### src/hdl/npcm_pkg.sv
// npcm_pkg: shared types and constants for the nearest palette color match block
// request and result payload structs, controller/datapath command and status structs
// no dependencies
`default_nettype none

package npcm_pkg;

    localparam int DEFAULT_TABLE_DEPTH = 256;
    localparam int COUNT_W             = 9;
    localparam int DIST_W              = 18;

    localparam logic CMD_LOAD  = 1'b0;
    localparam logic CMD_MATCH = 1'b1;

    typedef struct packed {
        logic       cmd;
        logic [7:0] entry_index;
        logic [7:0] red;
        logic [7:0] green;
        logic [7:0] blue;
        logic [7:0] entry_code;
        logic [7:0] entry_extra;
    } npcm_req_t;

    typedef struct packed {
        logic [7:0]        match_code;
        logic [7:0]        match_extra;
        logic [7:0]        match_index;
        logic [DIST_W-1:0] match_distance;
        logic              exact_hit;
    } npcm_rsp_t;

    typedef struct packed {
        logic [7:0] red;
        logic [7:0] green;
        logic [7:0] blue;
        logic [7:0] code;
        logic [7:0] extra;
    } npcm_entry_t;

    typedef struct packed {
        logic clear_wr;
        logic load_wr;
        logic scan_init;
        logic scan_issue;
        logic empty;
    } npcm_cmd_t;

    typedef struct packed {
        logic pipe_busy;
        logic exact;
    } npcm_status_t;

endpackage

`default_nettype wire

### src/hdl/npcm_ctrl.sv
// npcm_ctrl: controller state machine for the nearest palette color match block
// clearing pass, request handshake, scan address sequencing, entry count register
// depends on npcm_pkg
`default_nettype none

module npcm_ctrl
    import npcm_pkg::*;
#(
    parameter int TABLE_DEPTH = DEFAULT_TABLE_DEPTH,
    parameter int IW          = $clog2(TABLE_DEPTH)
) (
    input  wire logic               clk,
    input  wire logic               rst_n,
    input  wire logic               start,
    input  wire logic               req_cmd,
    input  wire logic               cfg_we,
    input  wire logic [COUNT_W-1:0] cfg_wdata,
    input  wire npcm_status_t       status,
    output logic                    busy,
    output logic                    done,
    output npcm_cmd_t               cmd_o,
    output logic [IW-1:0]           addr
);

    localparam int LW = (IW + 1 > COUNT_W) ? IW + 1 : COUNT_W;

    localparam logic [2:0] ST_CLEAR = 3'd0;
    localparam logic [2:0] ST_IDLE  = 3'd1;
    localparam logic [2:0] ST_SCAN  = 3'd2;
    localparam logic [2:0] ST_DRAIN = 3'd3;
    localparam logic [2:0] ST_DONE  = 3'd4;

    logic [2:0]         state_reg, state_next;
    logic [IW-1:0]      addr_reg, addr_next;
    logic [LW-1:0]      limit_reg, limit_next;
    logic               empty_reg, empty_next;
    logic [COUNT_W-1:0] count_reg;
    logic [LW-1:0]      count_limit;
    logic               accept;
    logic               scan_last;

    assign accept      = start && (state_reg == ST_IDLE);
    assign count_limit = (LW'(count_reg) > LW'(TABLE_DEPTH)) ? LW'(TABLE_DEPTH)
                                                              : LW'(count_reg);
    assign scan_last   = empty_reg || ((LW'(addr_reg) + LW'(1)) == limit_reg);

    always_comb
    begin
        state_next       = state_reg;
        addr_next        = addr_reg;
        limit_next       = limit_reg;
        empty_next       = empty_reg;
        cmd_o            = '0;
        cmd_o.empty      = empty_reg;
        unique case (state_reg)
            ST_CLEAR:
            begin
                cmd_o.clear_wr = 1'b1;
                if (addr_reg == IW'(TABLE_DEPTH - 1))
                begin
                    state_next = ST_IDLE;
                end
                else
                begin
                    addr_next = addr_reg + IW'(1);
                end
            end
            ST_IDLE:
            begin
                if (accept)
                begin
                    if (req_cmd == CMD_LOAD)
                    begin
                        cmd_o.load_wr = 1'b1;
                    end
                    else
                    begin
                        cmd_o.scan_init = 1'b1;
                        addr_next       = '0;
                        limit_next      = count_limit;
                        empty_next      = (count_limit == '0);
                        state_next      = ST_SCAN;
                    end
                end
            end
            ST_SCAN:
            begin
                if (status.exact)
                begin
                    state_next = ST_DRAIN;
                end
                else
                begin
                    cmd_o.scan_issue = 1'b1;
                    if (scan_last)
                    begin
                        state_next = ST_DRAIN;
                    end
                    else
                    begin
                        addr_next = addr_reg + IW'(1);
                    end
                end
            end
            ST_DRAIN:
            begin
                if (!status.pipe_busy)
                begin
                    state_next = ST_DONE;
                end
            end
            ST_DONE:
            begin
                state_next = ST_IDLE;
            end
            default:
            begin
                state_next = ST_IDLE;
            end
        endcase
    end

    always_ff @(posedge clk or negedge rst_n)
    begin
        if (!rst_n)
        begin
            state_reg <= ST_CLEAR;
            addr_reg  <= '0;
            limit_reg <= '0;
            empty_reg <= 1'b0;
            count_reg <= '0;
        end
        else
        begin
            state_reg <= state_next;
            addr_reg  <= addr_next;
            limit_reg <= limit_next;
            empty_reg <= empty_next;
            if (cfg_we)
            begin
                count_reg <= cfg_wdata;
            end
        end
    end

    assign busy = (state_reg != ST_IDLE);
    assign done = (state_reg == ST_DONE);
    assign addr = addr_reg;

    a_done_single : assert property (@(posedge clk) disable iff (!rst_n)
        done |=> !done)
        else $error("result strobe held longer than one cycle");

    a_match_busy : assert property (@(posedge clk) disable iff (!rst_n)
        (start && !busy && req_cmd == CMD_MATCH) |=> busy)
        else $error("match request did not start a scan");

    a_done_drained : assert property (@(posedge clk) disable iff (!rst_n)
        done |-> !status.pipe_busy)
        else $error("result strobed with reads still in flight");

    a_no_issue_after_hit : assert property (@(posedge clk) disable iff (!rst_n)
        status.exact && !cmd_o.scan_init |-> !cmd_o.scan_issue)
        else $error("scan kept reading after an exact hit");

endmodule

`default_nettype wire

### config.mk
export PLATFORM = sky130hd
export DESIGN_NAME = npcm_ctrl
export DESIGN_NICKNAME = d
export VERILOG_FILES = /design/src/hdl/npcm_pkg.sv /design/src/hdl/npcm_ctrl.sv
export SDC_FILE = /design/constraint.sdc
export NUM_CORES = 1
export LEC_CHECK = 0
export ABC_CLOCK_PERIOD_IN_PS = 5500
export BUFFER_PORTS_ARGS = -buffer_cell sky130_fd_sc_hd__buf_4
export CAP_MARGIN = 30
export CORE_MARGIN = 8
export CORE_UTILIZATION = 62
export CTS_BUF_LIST = sky130_fd_sc_hd__clkbuf_2
export CTS_CLUSTER_SIZE = 16
export DETAILED_ROUTE_END_ITERATION = 12
export GPL_TIMING_DRIVEN = 0
export HOLD_SLACK_MARGIN = 0.12
export MAX_ROUTING_LAYER = met4
export PLACE_DENSITY_LB_ADDON = 0.25
export SYNTH_ARGS = -nofsm -noshare
export SYNTH_HDL_FRONTEND = slang
export SYNTH_SLANG_ARGS = --single-unit
### constraint.sdc
create_clock -name clk -period 5.5 [get_ports clk]
set_clock_uncertainty 0.05 [all_clocks]
set_input_delay 0.275 -clock clk [delete_from_list [all_inputs] [get_ports clk]]
set_output_delay 0.275 -clock clk [all_outputs]
set_load 0.02 [all_outputs]
==> results.toml, run 1 <==
[synthesis]
yosysMostFrequentCell = "dfrtp_1"
synth_warnings = 0
synth_common_cells = "dfrtp_1 (30), nand2_1 (17), o21ai_0 (12)"
synth_area_leader_cell = "dfrtp_1"
synth_top_cell_area_share_pct = 41.4
syn_inst = 189
synth_cell_types = 50
synth_edf_count = 0
synth_area_sq_mm = 0.00181
avgSynthCellArea_sq_um = 9.59
seq_area_frac_synth_pct = 41.4
synth.top_cells.by_area = "dfrtp_1 (41%), mux2_2 (6.2%), nand2b_1 (3.8%)"
syn_nets = 206
async_flop_share_pct = 100
synth-main-ff-cell = "dfrtp_1"
synth_seq_cells = 30

[sta]
rsz0062_at_grt = "no"
drv_slew = 0
setup_viol = 0
finalHoldViolCount = 0
maxSlewHeadroom_pct = 52.2
clock.fmax_mhz = 359
layout_min_cycle_time_ps = 2780
tns_ps = 0
fin_crit_sh_pct = 50.6
worstMarginPinSlew_ps = 714

[floorplanning]
io_pins = 31
start_util_pct = 65.7
die_y_microns = 70.1
die_area_sq_mm = 0.00491
dieWidth_microns = 70.1
core_sq_mm = 0.00276
num_rows = 19

[power_and_ir_drop]
powerDensity_mw_per_mm2 = 451
leakagePower_nw = 0.977
vdd_drop_max_mv = 0.449

[worst_setup_path]
worstPathRequired_ps = 5180
critPathLaunchType = "register"
critical_path_class = "reg2out"
arrival_ps = 2460
rr_worst_depth = 7
cp_max_fo = 10
cp-end-kind = "primary output"

[worst_hold_path]
min_path_type = "in2reg"
hold_depth = 3

[grt]
grt_busiest_layer = "met2"
antenna_found_initial = 0
use_met3_pct = 5.79
use_met2_pct = 36.4
globalRouteMet1Util_pct = 21.4
grt_pass1_vias = 1678
track_usage_pct = 21.0
grt_overflow = 0
grt_max_degree = 31
grt_pass1_wl_microns = 8170

[job]
cap_violations = 0

[placement]
gp_congestion = 0.926
port_buffers = 29
hpwl_microns = 3250

[clock_network]
clock_path_buffers = 2
h-tree-depth = 2
clock_latency_ps = 380
cts_tree = "yes"
clk_pin_slew_ps = 160
cts_setup_buffers = 0
clkSinkCount = 30
cts_buffers = 5
clockRootBuffer = "clkbuf_2"

[drt]
drtIter0Drc = 93
ant_nets = 0
vias = 1634
routed_wl_microns = 4820
wire_per_inst_microns = 18.1
drc = 0
dr.pass1.iters = 4
vias_per_cell = 6.12

[finish]
num_antenna_cells = 0
num-nets-final = 252
postLayoutCoreUtil_pct = 80.2
layout-drive-gt1-share_pct = 26.3
area_growth_pct = 21.9

[run_status]
status = "complete, no violations"
placed cells by master, fill, tap and decap left out, types with 2 or more instances in the layout:
cell type      count
and3_1             4
mux2_2            10
nor3b_1            2
nand4_1            5
buf_4             32
o21ai_0           12
nand2b_1          11
nor4_4             2
o2bb2ai_1          5
a21oi_1           10
nor4_1             2
nand2_1           17
inv_1             10
nand3_1            5
nor2_2             2
clkbuf_2           5
o21ai_1            5
dlygate4sd3_1     10
xnor2_1            4
nor2b_1            2
clkbuf_1           4
nor3_1             6
nor2_1             8
xor2_1             3
dfrtp_1           30
worst max-delay path, cell delays in order, from the launching register on:
cell and delay (ps):
dfrtp_1 490, nand2b_1 210, nor2_1 570, nand3_1 420
inv_1 220, buf_4 170
logic make-up after synthesis:
group                      after synthesis  synth area share, %
muxes                                   13                 8.83
adders and majority gates                1                0.690
AOI/OAI and AO/OA                       44                 16.1
DFF                                     30                 41.4
xor gates and xnor gates                 8                 4.28
and+or+nand+nor                         74                 24.1
buffers and inverters                   19                 4.62
layout make-up:
cell class / count / area [sq um]
Multi-Input combinational cell: 140 / 978
Sequential cell: 30 / 751
Fill cell: 171 / 547
Timing Repair Buffer: 39 / 318
Buffer: 8 / 42.5
Inverter: 11 / 41.3
Tap cell: 31 / 38.8
Clock buffer: 5 / 25.0
Clock inverter: 3 / 16.3
through the flow:
stage | power [mW] | std cells | hold WS [ps] | worst slack, ps | area [sq um]
2_1_floorplan | 0.724 | 189 | -70.6 | 3050 | 1810
3_3_place_gp | 0.850 | 249 | 164 | 2900 | 2070
3_5_place_dp | 0.876 | 249 | 172 | 2860 | 2070
4_1_cts | 0.988 | 267 | 123 | 2810 | 2210
5_1_grt | 1.07 | 267 | 150 | 2600 | 2210
6_report | 0.996 | 267 | 150 | 2720 | 2210
power by group:
part	internal (mW)	switching (mW)
combinational	0.222	0.322
clock	0.0289	0.0819
sequential	0.278	0.0633
total	0.529	0.467
metal layers:
| metal | vias to the layer above | wire, microns |
|---|---|---|
| li1 | 774 | - |
| met1 | 785 | 1920 |
| met2 | 58 | 2490 |
| met3 | 17 | 259 |
| met4 | 0 | 153 |
| met5 | - | 0 |
path summary, 6_finish.rpt:
check                               endpoint  slack, ps    startpoint
worst max-delay path                cmd_o[2]       2720  state_reg[2]
worst min-delay path            state_reg[2]        150     status[1]
worst max register to register       addr[0]       2830       addr[0]
worst min register to register  limit_reg[0]        490  limit_reg[0]
max in group asynchronous       count_reg[0]       4830         rst_n
min in group asynchronous            addr[6]        290         rst_n
repair_timing:
item,CTS,global route
resized for setup,0,0
hold endpoints to repair,39,0
hold buffers,10,0
Note: power is estimated with default switching activity, not from simulation.
==> run 2, diff against run 1 <==
--- a/config.mk
+++ b/config.mk
@@ -5,11 +5,11 @@
 export SDC_FILE = /design/constraint.sdc
 export NUM_CORES = 1
 export LEC_CHECK = 0
-export ABC_CLOCK_PERIOD_IN_PS = 5500
+export ABC_CLOCK_PERIOD_IN_PS = 2500
 export BUFFER_PORTS_ARGS = -buffer_cell sky130_fd_sc_hd__buf_4
 export CAP_MARGIN = 30
 export CORE_MARGIN = 8
-export CORE_UTILIZATION = 62
+export CORE_UTILIZATION = 52
 export CTS_BUF_LIST = sky130_fd_sc_hd__clkbuf_2
 export CTS_CLUSTER_SIZE = 16
 export DETAILED_ROUTE_END_ITERATION = 12
==> constraint.sdc (replaced) <==
create_clock -name clk -period 2.5 [get_ports clk]
set_clock_uncertainty 0.05 [all_clocks]
set_input_delay 0.125 -clock clk [delete_from_list [all_inputs] [get_ports clk]]
set_output_delay 0.125 -clock clk [all_outputs]
set_load 0.02 [all_outputs]
==> run 2 against run 1 <==
Compared with the run above: die area rose by 15%; register-to-register slack worse by 2800 ps; utilization fell by 11 points; flip-flop and latch count unchanged; worst hold slack got worse by 8.8 ps; non-clock buffer count increased by 6; clock-buffer cell count rose by 1; sequential share of layout area shrank 1.3 points; critical endpoint is now addr[0]; highest routed layer unchanged.
==> results.toml, run 2 (same netlist as run 1, synthesis figures left out) <==
[run_status]
status = "complete, no violations"

[worst_hold_path]
min_path_type = "in2async"

[floorplanning]
io_pins = 31
num_rows = 21
start_util_pct = 54.3
die_y_microns = 75.0
die_area_sq_mm = 0.00563
dieWidth_microns = 75.0
core_sq_mm = 0.00334

[sta]
maxSlewHeadroom_pct = 68.1
finalHoldViolCount = 0
layout_min_cycle_time_ps = 2450
setup_slack_ps = 46.7
hold_slack_ps = 142
setup_viol = 0
tns_ps = 0
clock.fmax_mhz = 408
drv_slew = 0
rsz0062_at_grt = "yes"
worstMarginPinSlew_ps = 479
fin_crit_sh_pct = 98.1

[worst_setup_path]
critical_path_class = "reg2reg"
startpoint = "addr[0]"
cp-end-kind = "register"
r2r-start = "addr[0]"
rr_worst_depth = 7
r2r_end = "addr[0]"
arrival_ps = 2680
rrSetupSlack_ps = 50
worstPathRequired_ps = 2730
cp_max_fo = 8
critPathLaunchType = "register"

[drt]
drc = 0
drtIter0Drc = 254
vias_per_cell = 5.69
routed_wl_microns = 4430
ant_nets = 0
vias = 1639
wire_per_inst_microns = 15.4
dr.pass1.iters = 4

[grt]
use_met3_pct = 4.53
grt_max_degree = 31
grt_pass1_vias = 1638
grt_busiest_layer = "met2"
track_usage_pct = 17.6
grt_pass1_wl_microns = 7380
globalRouteMet1Util_pct = 18.3
grt_overflow = 0
antenna_found_initial = 0
use_met2_pct = 31.1

[power_and_ir_drop]
share_comb_of_total_power_pct = 55.6
powerDensity_mw_per_mm2 = 969
pwr-share-clk_pct = 10.8
p_sw_mw = 1.02
power_mw = 2.23
switching_share_pct = 45.7
leakagePower_nw = 1.01
pwr-share-seq_pct = 33.7
intPower_mw = 1.21
vdd_drop_max_mv = 0.439

[finish]
fillers = 266
area_growth_pct = 26.9
final_cell_mix = "buf_4 (34), dfrtp_1 (29), nand2_1 (17)"
ff_latch_area_sq_um = 752
num-nets-final = 258
final_common_cell = "buf_4"
multi_input_area_sq_um = 996
layout-drive-gt1-share_pct = 28.1
num_antenna_cells = 0

[job]
cap_violations = 0

[placement]
hpwl_microns = 3200
gp_congestion = 0.927
port_buffers = 29
pre_cts_slack_ps = -154

[clock_network]
h-tree-depth = 2
cts_buffers = 5
clkSinkCount = 30
cts_tree = "yes"
clock_latency_ps = 370
clockRootBuffer = "clkbuf_2"
clock_path_buffers = 2
clk_pin_slew_ps = 160
run 2: worst max-delay path, stage by stage (launching register included):
cell	delay (ps)
dfrtp_2	460
ha_2	270
nand3_1	170
o311a_1	410
nor3_4	280
nor4_4	90
a21boi_4	300
mux2_4	320
run 2: metal layers:
layer | routed length [microns] | share of wire (%) | up-vias
met5 | 0 | 0 | -
met4 | 75 | 1.7 | 0
met3 | 260 | 5.9 | 10
met2 | 2290 | 52 | 53
met1 | 1800 | 41 | 790
li1 | - | - | 786
run 2: worst max path at each step:
stage | depth (start not counted) | end | slack (ps)
6_report | 7 | addr[0] | 50
4_1_cts | 7 | addr[0] | -10
5_1_grt | 5 | cmd_o[2] | -50
3_3_place_gp | 7 | addr[0] | -90
3_5_place_dp | 7 | addr[0] | -150
2_1_floorplan | 7 | addr[0] | 50
run 2: through the flow:
step / utilization (%) / std cells / cell area [sq um]
after floorplan: - / 189 / 1810
after CTS: 68.3 / 286 / 2280
final: 69.0 / 288 / 2300
after global routing: 69.0 / 288 / 2300
after global placement: 62.6 / 264 / 2090
after detailed placement: 62.6 / 264 / 2090
run 2: cell type report:
| class | count | area share, % |
|---|---|---|
| tap | 46 | 2.50 |
| clock buffer | 6 | 1.31 |
| sequential | 30 | 32.7 |
| inverter | 11 | 1.79 |
| timing repair buffer | 45 | 16.2 |
| clock inverter | 2 | 0.381 |
| multi-input combinational | 140 | 43.3 |
| buffer | 8 | 1.85 |
run 2: power by group through the flow:
stage	sequential, mW	clock, mW	combinational [mW]
CTS	0.749	0.244	1.19
floorplan	0.760	0	0.832
finish	0.750	0.240	1.24
detailed placement	0.759	0	1.16
global placement	0.748	0	1.12
global route	0.771	0.265	1.36
run 2: what timing repair did:
action,in CTS,in global routing
gates resized for setup,4,1
hold buffers,14,0
setup endpoints to repair,7,3
setup buffers,0,2
pin swaps,2,3
hold endpoints to repair,42,0
==> run 3, diff against run 2 <==
==> constraint.sdc (replaced) <==
create_clock -name clk -period 2.5 [get_ports clk]
set_clock_uncertainty 0.05 [all_clocks]
set_input_delay 0.25 -clock clk [delete_from_list [all_inputs] [get_ports clk]]
set_output_delay 0.25 -clock clk [all_outputs]
set_load 0.02 [all_outputs]
==> run 3 against run 2 <==
Compared with the run above: global-route usage down 0.46 points; first-iteration DRC count down 24%; wire length down 1.8%; critical path depth unchanged; sequential power down 0.9%; worst hold slack better by 53 ps; critical path type unchanged; power up 1.1%.
==> results.toml, run 3 (same netlist as run 1, synthesis figures left out) <==
[run_status]
status = "complete, no violations"

[sta]
finalHoldViolCount = 0
maxSlewHeadroom_pct = 63.8
rsz0062_at_grt = "no"
hold_slack_ps = 195
clock.fmax_mhz = 417
setup_viol = 0
drv_slew = 0
layout_min_cycle_time_ps = 2400
fin_crit_sh_pct = 95.9
worstMarginPinSlew_ps = 543

[floorplanning]
die_area_sq_mm = 0.00563
core_sq_mm = 0.00334
start_util_pct = 54.3
num_rows = 21
die_y_microns = 75.0
dieWidth_microns = 75.0
io_pins = 31

[worst_setup_path]
cp_cell_sequence = "ha_2, nand3_1, o311a_1, nor3_4, nor4_4, a21boi_4, mux2_4"
max_stage_delay_ps = 440
cp_slowest_cell = "dfrtp_1"
critical_path_class = "reg2reg"
crit_buf_inv = 0
worstPathRequired_ps = 2730
cp_max_fo = 8
critPathLaunchType = "register"
cp-end-kind = "register"
cp_top_family = "compound AO/OA/AOI/OAI gates"
arrival_ps = 2620

[placement]
port_buffers = 29
hpwl_microns = 3200
gp_congestion = 0.927

[clock_network]
h-tree-depth = 2
clk_pin_slew_ps = 160
clkSinkCount = 30
clock_latency_ps = 370
cts_buffers = 5
clockRootBuffer = "clkbuf_2"
clock_path_buffers = 2
cts_tree = "yes"

[drt]
vias = 1630
dr.pass1.iters = 4
ant_nets = 0
drtIter0Drc = 193
routed_wl_microns = 4350
wire_per_inst_microns = 15.2
drc = 0
vias_per_cell = 5.70

[power_and_ir_drop]
p_sw_mw = 1.03
share_comb_of_total_power_pct = 56.4
switching_share_pct = 45.7
powerDensity_mw_per_mm2 = 985
leakagePower_nw = 1.00
intPower_mw = 1.22
pwr-share-seq_pct = 32.9
vdd_drop_max_mv = 0.434
power_mw = 2.25
pwr-share-clk_pct = 10.6

[finish]
final_common_cell = "buf_4"
layout-drive-gt1-share_pct = 29.2
final_cell_mix = "buf_4 (35), dfrtp_1 (29), nand2_1 (17)"
area_growth_pct = 26.2
fillers = 274
ff_latch_area_sq_um = 752
multi_input_area_sq_mm = 0.00100
num-nets-final = 256
num_antenna_cells = 0

[grt]
track_usage_pct = 17.1
antenna_found_initial = 0
grt_pass1_vias = 1624
grt_max_degree = 31
grt_pass1_wl_microns = 7190
grt_overflow = 0

[job]
cap_violations = 0

[worst_hold_path]
min_path_type = "in2reg"
-- run 3: final timing paths --
| kind | from | end | slack, ps | depth (start not counted) |
|---|---|---|---|---|
| max | addr[1] | addr[0] | 100 | 7 |
| min | start | state_reg[1] | 190 | 4 |
| max reg2reg | addr[1] | addr[0] | 100 | 7 |
| min reg2reg | limit_reg[3] | limit_reg[3] | 480 | 2 |
| max in group asynchronous | rst_n | addr[0] | 1840 | 2 |
| min in group asynchronous | rst_n | addr[2] | 260 | 2 |
-- run 3: through the flow --
stage	area, sq um	setup TNS [ps]	setup slack [ps]	instances	util, %
floorplan	1810	0	50.4	189	-
global placement	2090	-87.9	-87.9	264	62.6
detailed placement	2090	-191	-154	264	62.6
CTS	2250	0	3.07	284	67.5
global route	2290	0	6.09	286	68.5
finish	2290	0	103	286	68.5
-- run 3: layout make-up --
class / instances / area share [%]
Inverter: 11 / 1.81
Tap cell: 46 / 2.52
Multi-Input combinational cell: 140 / 43.9
Clock buffer: 6 / 1.31
Sequential cell: 30 / 32.9
Buffer: 8 / 1.86
Timing Repair Buffer: 43 / 15.3
Clock inverter: 2 / 0.383
-- run 3: repair_timing --
item	CTS	global route
hold buffers	11	0
setup endpoints to repair	8	4
endpoints found under the hold margin	40	0
pin swaps	1	1
buffers inserted	1	2
gates resized for setup	3	4
-- run 3: per-layer routing --
metal	GRT usage (%)	part of all wire, %	vias to the layer above
li1	-	-	781
met1	17.8	41	780
met2	30.5	52	61
met3	4.39	5.9	8
met4	5.65	1.1	0
met5	-	0	-
-- run 3: power by group through the flow --
| stage | Clock [mW] | Combinational (mW) | Sequential [mW] |
|---|---|---|---|
| finish | 0.239 | 1.27 | 0.743 |
| global route | 0.265 | 1.39 | 0.762 |
| CTS | 0.244 | 1.20 | 0.748 |
| detailed placement | 0 | 1.16 | 0.759 |
| global placement | 0 | 1.12 | 0.748 |
| floorplan | 0 | 0.832 | 0.760 |
-- run 3: worst min-delay path: stages --
cell,delay [ps]
buf_4,120
nand2_1,70
or3_1,100
a21oi_1,50
